<file path="config.mk">
export PLATFORM = sky130hd
export DESIGN_NAME = bsc_back
export DESIGN_NICKNAME = d
export VERILOG_FILES = /design/src/rtl/bsc_pkg.sv /design/src/rtl/bsc_back.sv
export SDC_FILE = /design/constraint.sdc
export NUM_CORES = 2
export LEC_CHECK = 0
export ABC_AREA = 0
export ABC_CLOCK_PERIOD_IN_PS = 21500
export BUFFER_PORTS_ARGS = -buffer_cell sky130_fd_sc_hd__buf_2
export CORE_MARGIN = 4
export CORE_UTILIZATION = 25
export CTS_BUF_LIST = sky130_fd_sc_hd__clkbuf_8
export DETAILED_ROUTE_END_ITERATION = 6
export SLEW_MARGIN = 20
export SYNTH_ARGS = -nofsm -noshare
export SYNTH_HDL_FRONTEND = slang
export SYNTH_SLANG_ARGS = --single-unit
</file>
<file path="constraint.sdc">
create_clock -name clock -period 21.5 [get_ports clock]
set_input_delay 1.075 -clock clock [delete_from_list [all_inputs] [get_ports clock]]
set_output_delay 1.075 -clock clock [all_outputs]
set_load 0.02 [all_outputs]
</file>
<file path="src/rtl/bsc_pkg.sv">
`timescale 1ns / 1ps
`default_nettype none
package bsc_pkg;

   localparam int NumCal  = 6;
   localparam int AddrW   = 5;
   localparam int DivSteps = 32;
   localparam int FrontDepth = 10;
   localparam int BackDepth  = 3;
   localparam int Latency = FrontDepth + DivSteps + BackDepth;

   localparam logic [2:0] REG_T1_T2 = 3'd0;
   localparam logic [2:0] REG_T3_P1 = 3'd1;
   localparam logic [2:0] REG_P2_P3 = 3'd2;
   localparam logic [2:0] REG_P4_P5 = 3'd3;
   localparam logic [2:0] REG_P6_P7 = 3'd4;
   localparam logic [2:0] REG_P8_P9 = 3'd5;

   typedef struct packed {
      logic [19:0] raw_temperature;
      logic [19:0] raw_pressure;
   } req_type;

   typedef struct packed {
      logic signed [31:0] temperature_centi;
      logic [31:0]        pressure_pascal;
      logic               divide_error;
   } rsp_type;

   typedef struct packed {
      logic [31:0] t1_t2;
      logic [31:0] t3_p1;
      logic [31:0] p2_p3;
      logic [31:0] p4_p5;
      logic [31:0] p6_p7;
      logic [31:0] p8_p9;
   } cal_type;

   // travels alongside the divider
   typedef struct packed {
      logic        valid;
      logic [31:0] temp;
      logic        err;
      logic        dbl;
   } side_type;

   function automatic logic [31:0] sra32(input logic [31:0] x, input logic [4:0] n);
      return $unsigned($signed(x) >>> n);
   endfunction

   function automatic logic [31:0] lo_s(input logic [31:0] w);
      return {{16{w[15]}}, w[15:0]};
   endfunction

   function automatic logic [31:0] hi_s(input logic [31:0] w);
      return {{16{w[31]}}, w[31:16]};
   endfunction

   function automatic logic [31:0] lo_u(input logic [31:0] w);
      return {16'd0, w[15:0]};
   endfunction

   function automatic logic [31:0] hi_u(input logic [31:0] w);
      return {16'd0, w[31:16]};
   endfunction

endpackage
`default_nettype wire

</file>
<file path="src/rtl/bsc_back.sv">
`timescale 1ns / 1ps
`default_nettype none
module bsc_back (
   input  wire logic              clock,
   input  wire logic              reset,
   input  wire bsc_pkg::side_type in_side,
   input  wire logic [31:0]       in_quo,
   input  wire bsc_pkg::cal_type  cal,
   output logic                   out_valid,
   output bsc_pkg::rsp_type       out_item
);

   logic [31:0] p7, p8, p9;
   assign p7 = bsc_pkg::hi_s(cal.p6_p7);
   assign p8 = bsc_pkg::lo_s(cal.p8_p9);
   assign p9 = bsc_pkg::hi_s(cal.p8_p9);

   logic [bsc_pkg::BackDepth-1:0] vld_ff;
   always_ff @(posedge clock) begin
      if (reset) begin
         vld_ff <= '0;
      end else begin
         vld_ff <= {vld_ff[bsc_pkg::BackDepth-2:0], in_side.valid};
      end
   end

   logic [31:0] p_ff [0:1];
   logic [31:0] temp_ff [0:1];
   logic        err_ff [0:1];
   logic [31:0] sqp_ff, bb_ff, x_ff, bs_ff;
   logic [31:0] pa;
   assign pa = in_quo >> 3;

   always_ff @(posedge clock) begin
      p_ff[0]    <= in_quo;
      temp_ff[0] <= in_side.temp;
      err_ff[0]  <= in_side.err;
      sqp_ff     <= pa * pa;
      bb_ff      <= (in_quo >> 2) * p8;
      p_ff[1]    <= p_ff[0];
      temp_ff[1] <= temp_ff[0];
      err_ff[1]  <= err_ff[0];
      x_ff       <= p9 * (sqp_ff >> 13);
      bs_ff      <= bsc_pkg::sra32(bb_ff, 5'd13);
   end

   bsc_pkg::rsp_type item_ff;
   logic [31:0] pf;
   assign pf = p_ff[1] + bsc_pkg::sra32(bsc_pkg::sra32(x_ff, 5'd12) + bs_ff + p7, 5'd4);

   always_ff @(posedge clock) begin
      item_ff.temperature_centi <= temp_ff[1];
      item_ff.divide_error      <= err_ff[1];
      item_ff.pressure_pascal   <= err_ff[1] ? 32'd0 : pf;
   end

   assign out_valid = vld_ff[bsc_pkg::BackDepth-1];
   assign out_item  = item_ff;

endmodule
`default_nettype wire

</file>
Word-level counts from Yosys, hierarchy flattened
Memory sizes are Yosys's and may differ from the RTL's. A register that Yosys moved wholly into a read port is not among the register bits.
Index checks and enable logic that the tools add are counted.
{"block": "op_classes", "addsub": 3, "multipliers": 3}
{"cell": "adder 32 bit", "n": 2}
{"cell": "multiplier 16 x 20 -> 32 bit", "n": 1}
{"cell": "multiplier 29 x 29 -> 32 bit", "n": 1}
{"cell": "multiplier 31 x 16 -> 32 bit", "n": 1}
{"cell": "adder 20 x 19 -> 21 bit", "n": 1}
{"block": "word_totals", "register_bits": 151, "mem_bits_rw": 130, "elab_cells": 16, "memories": 3}
{"name": "p_ff", "depth": 2, "width": 32, "read_ports": 2, "rd_clocked_by_memory_dff": 0, "wr": 2, "line": "bsc_back.sv:27", "rtl": "logic [31:0] p_ff [0:1];"}
{"name": "temp_ff", "depth": 2, "width": 32, "read_ports": 2, "rd_clocked_by_memory_dff": 1, "wr": 2, "line": "bsc_back.sv:28", "rtl": "logic [31:0] temp_ff [0:1];"}
{"name": "err_ff", "depth": 2, "width": 1, "read_ports": 2, "rd_clocked_by_memory_dff": 0, "wr": 2, "line": "bsc_back.sv:29", "rtl": "logic err_ff [0:1];"}

Longest topological paths before layout
{"block": "depth", "ltp_word": 3, "mapped_depth": 31}

Worst setup path before layout
No wires, ideal clock.
{"block": "synth_timing", "path_type": "input-to-reg", "from": "input port in_quo[5]", "to": "register sqp_ff[31]", "setup_ns": 0.072, "arrival_time_ns": 7.785, "required_ns": 21.428, "setup_slack_ns": 13.643, "stages": 28, "n_path_buf": 2, "path_cell_list": "clkbuf_1 clkbuf_1 nand2_1 inv_1 fa_1 fa_1 fa_1 inv_1 fa_1 inv_1 fa_1 inv_1 fa_1 inv_1 fa_1 inv_1 fa_1 inv_1 ha_1 a21o_1 a21o_1 o21ai_0 nor2b_1 o21ai_0 a221oi_1 o31ai_1 a21oi_1 xnor2_1"}
{"block": "synth_via", "elab_chain_len": 1}
{"item": "start, declared", "line": "bsc_back.sv:7", "rtl": "input wire logic [31:0] in_quo,"}
{"item": "multiplier 29 x 29 -> 32 bit", "line": "bsc_back.sv:38", "rtl": "sqp_ff <= pa * pa;"}
{"item": "end signal, assigned", "line": "bsc_back.sv:38"}
{"item": "end, declared", "line": "bsc_back.sv:30", "rtl": "logic [31:0] sqp_ff, bb_ff, x_ff, bs_ff;"}
No other way between the ends.
A chain may end at the register's enable or synchronous reset.

Worst setup path in the final report
{"block": "layout_timing", "from": "input port in_quo[15]", "to": "register sqp_ff[31]"}
Same word-level chain as after synthesis.

==> run summary <==
Status: complete, no violations
Yosys warnings: 0
TritonCTS clock tree: built
Main combinational cell family by area after synthesis: adder cells
Adder-Cell Fraction of Synth Area: 54.0%
Site Rows: 150
NumNets Final: 6147
Post-synthesis simple-gate area fraction: 13.7%
CTS root buffer: clkbuf_8
Worst-path clk slew: 0.07 ns
Largest net degree at the start of global routing: 49
Pre-CTS setup slack: 12.43 ns
WP data arrival: 8.89 ns
Number of port buffers: 181
Starting Density: 25.3%
Via count: 29362
Endpoints failing setup: 0
Core Box Area: 0.168 sq mm
Vias/cell: 4.29
Synth unique cells: 63
Post-Synthesis Mean Instance Area: 9.36 sq um
GP Congestion: 0.875
Hold Crit Class: reg2reg
Multi-input gate area in the final layout: 0.0319 sq mm
EDFF count, synth: 0
Mapped cell area: 0.0424 sq mm
Die area: 0.176 sq mm
Xor/xnor cell area share of the yosys netlist: 3.14%
Clock skew: 0.0258 ns
Total gr overflow: 0
Worst Setup End Kind: flip-flop
Synthesis-to-finish area growth: 9.84%
Slew at the pin closest to its max-slew limit: 1.05 ns
Slew margin rel.: 30.1%
Worst-path maximum fanout: 32
Total CTS buffers: 44
# hold bufs at CTS: 0
Async SR Flop Fraction: 0%
Max-cap violations: 0
CTS max path bufs: 3
Synth top area cells: fa_1, dfxtp_1, ha_1
Tcrit/Tclk final: 39.1%
Initial antenna violation count: 27
Io pins: 327
Critical path required time: 21.99 ns
Synth area leader: fa_1
Pins Over Slew Limit: 0
Compound-gate portion of the synthesized area: 4.47%
Vias in the first global route: 32347
H-tree Lvls: 2
Register area: 0.00551 sq mm
Dpl hpwl: 84.7 mm
Post-layout min period: 8.40 ns
Post-DR wirelength/cell: 15.9 um
Max Freq: 0.119 GHz
Residual DRC: 0
Synth Flop Type: dfxtp_1
Multiplexer area fraction after synthesis: 0.0472%
Drt pass-1 iters: 6
Die X-Extent: 420 um
Setup TNS: 0 ns
Worst setup path class: in2reg
Final setup margin: 13.10 ns
FF+latch count, synth: 275
Commonest non-fill, non-tap cells in the layout: inv_1, fa_1, nand2_1
Initial DRC Count: 1284
Share of layout cells above drive strength 1: 6.69%
Commonest non-fill, non-tap cell in the layout: inv_1
RSZ-0062 raised after global routing: false
First-pass GRT wire length: 175 mm
Post-DRT Antenna Nets: 0
Insertion delay to the later sink of the worst-skew pair: 0.60 ns
Sequential share of the synthesized area: 13.0%
Post-synthesis net count: 6074
Yosys top cell area share: 42.7%
Startpoint Class: primary input
Die height: 420 um
Number of fill cells in the layout: 17783
CTS sink cnt: 275
Routed Wire Length: 109 mm
Synth Instances: 4527
Final hold vios: 0
Resize count post-CTS: 0
Post CTS Setup Buffer Count: 0
Overall routing resource usage: 12.6%
## area by class of cell
class / count / area share, %
Sequential cell: 275 / 11.8
Clock inverter: 33 / 0.664
Tap cell: 2204 / 5.92
Inverter: 1145 / 9.23
Antenna cell: 12 / 0.0645
Timing Repair Buffer: 201 / 2.27
Clock buffer: 49 / 1.45
Multi-Input combinational cell: 2933 / 68.6
## path summary, 6_finish.rpt
kind	from	endpoint	slack [ns]	depth (start not counted)
worst max-delay path	in_quo[15]	sqp_ff[31]$_DFF_P_	13.10	24
worst min register to register	p_ff[0][16]$_DFF_P_	p_ff[0][48]$_DFF_P_	0.32	0
worst max register to register	x_ff[12]$_DFF_P_	out_item[31]$_SDFF_PP0_	14.26	30
worst min-delay path	p_ff[0][16]$_DFF_P_	p_ff[0][48]$_DFF_P_	0.32	0
## registers in the layout, summed over array words and instances (netlist names)
register / count
out_item: 65
p_ff: 64
temp_ff: 64
x_ff: 20
bb_ff: 19
bs_ff: 19
sqp_ff: 19
vld_ff: 3
err_ff: 2
## routing by layer
metal / vias up / part of all wire, % / global-route usage, %
met3: 226 / 4.7 / 1.67
li1: 13409 / - / -
met4: 12 / 3.6 / 4.28
met1: 15046 / 41 / 15.6
met5: - / 0.073 / 0
met2: 669 / 50 / 22.5
## synth_stat cells (all sizes together), types with 15 or more instances
cell type	count
ha	382
and2	349
a21oi	75
inv	1145
or2	17
nand2b	30
clkbuf	164
fa	904
nor3	41
nand3	16
nor2b	22
o21ai	55
xor2	38
nand2	580
nor2	122
xnor2	114
o21a	15
dfxtp	275
a21o	35
## worst max-delay path: stages
cell      delay, ns
buf_2          0.08
buf_4          0.48
inv_1          0.38
nor2_1         0.33
fa_1           0.47
fa_1           0.49
fa_1           0.51
inv_1          0.05
fa_1           0.50
inv_1          0.06
fa_1           0.49
fa_1           0.57
fa_1           0.43
fa_1           0.49
ha_1           0.33
and3_1         0.20
and2_1         0.15
o21ai_0        0.26
nor2b_1        0.16
o21ai_0        0.29
a221oi_1       0.48
o31ai_1        0.17
a21oi_1        0.19
xnor2_1        0.19
## metrics by stage
| step | instances | hold WS [ns] | util [%] | instance area (sq um) |
|---|---|---|---|---|
| CTS | 6840 | 0.319 | 27.7 | 46500 |
| global route | 6844 | 0.322 | 27.7 | 46500 |
| finish | 6852 | 0.317 | 27.7 | 46600 |
| floorplan | 4527 | 0.310 | - | 42400 |
| global placement | 6758 | 0.310 | 27.1 | 45500 |
| detailed placement | 6758 | 0.312 | 27.1 | 45500 |
## cell families (layout without fill, tap and decap cells)
kind of cell,Yosys count,count (layout)
buffers and inverters,1319,1428
adder cells (fa/ha/maj),1286,1286
flip-flops,275,275
XOR/XNOR,152,152
AO/OA/AOI/OAI,276,276
other,0,12
multiplexers,2,2
AND/OR/NAND/NOR,1217,1217
Power is left out: the tool's default activity adds up to more than one toggle a clock period on the data nets, which glitch-free logic cannot reach.
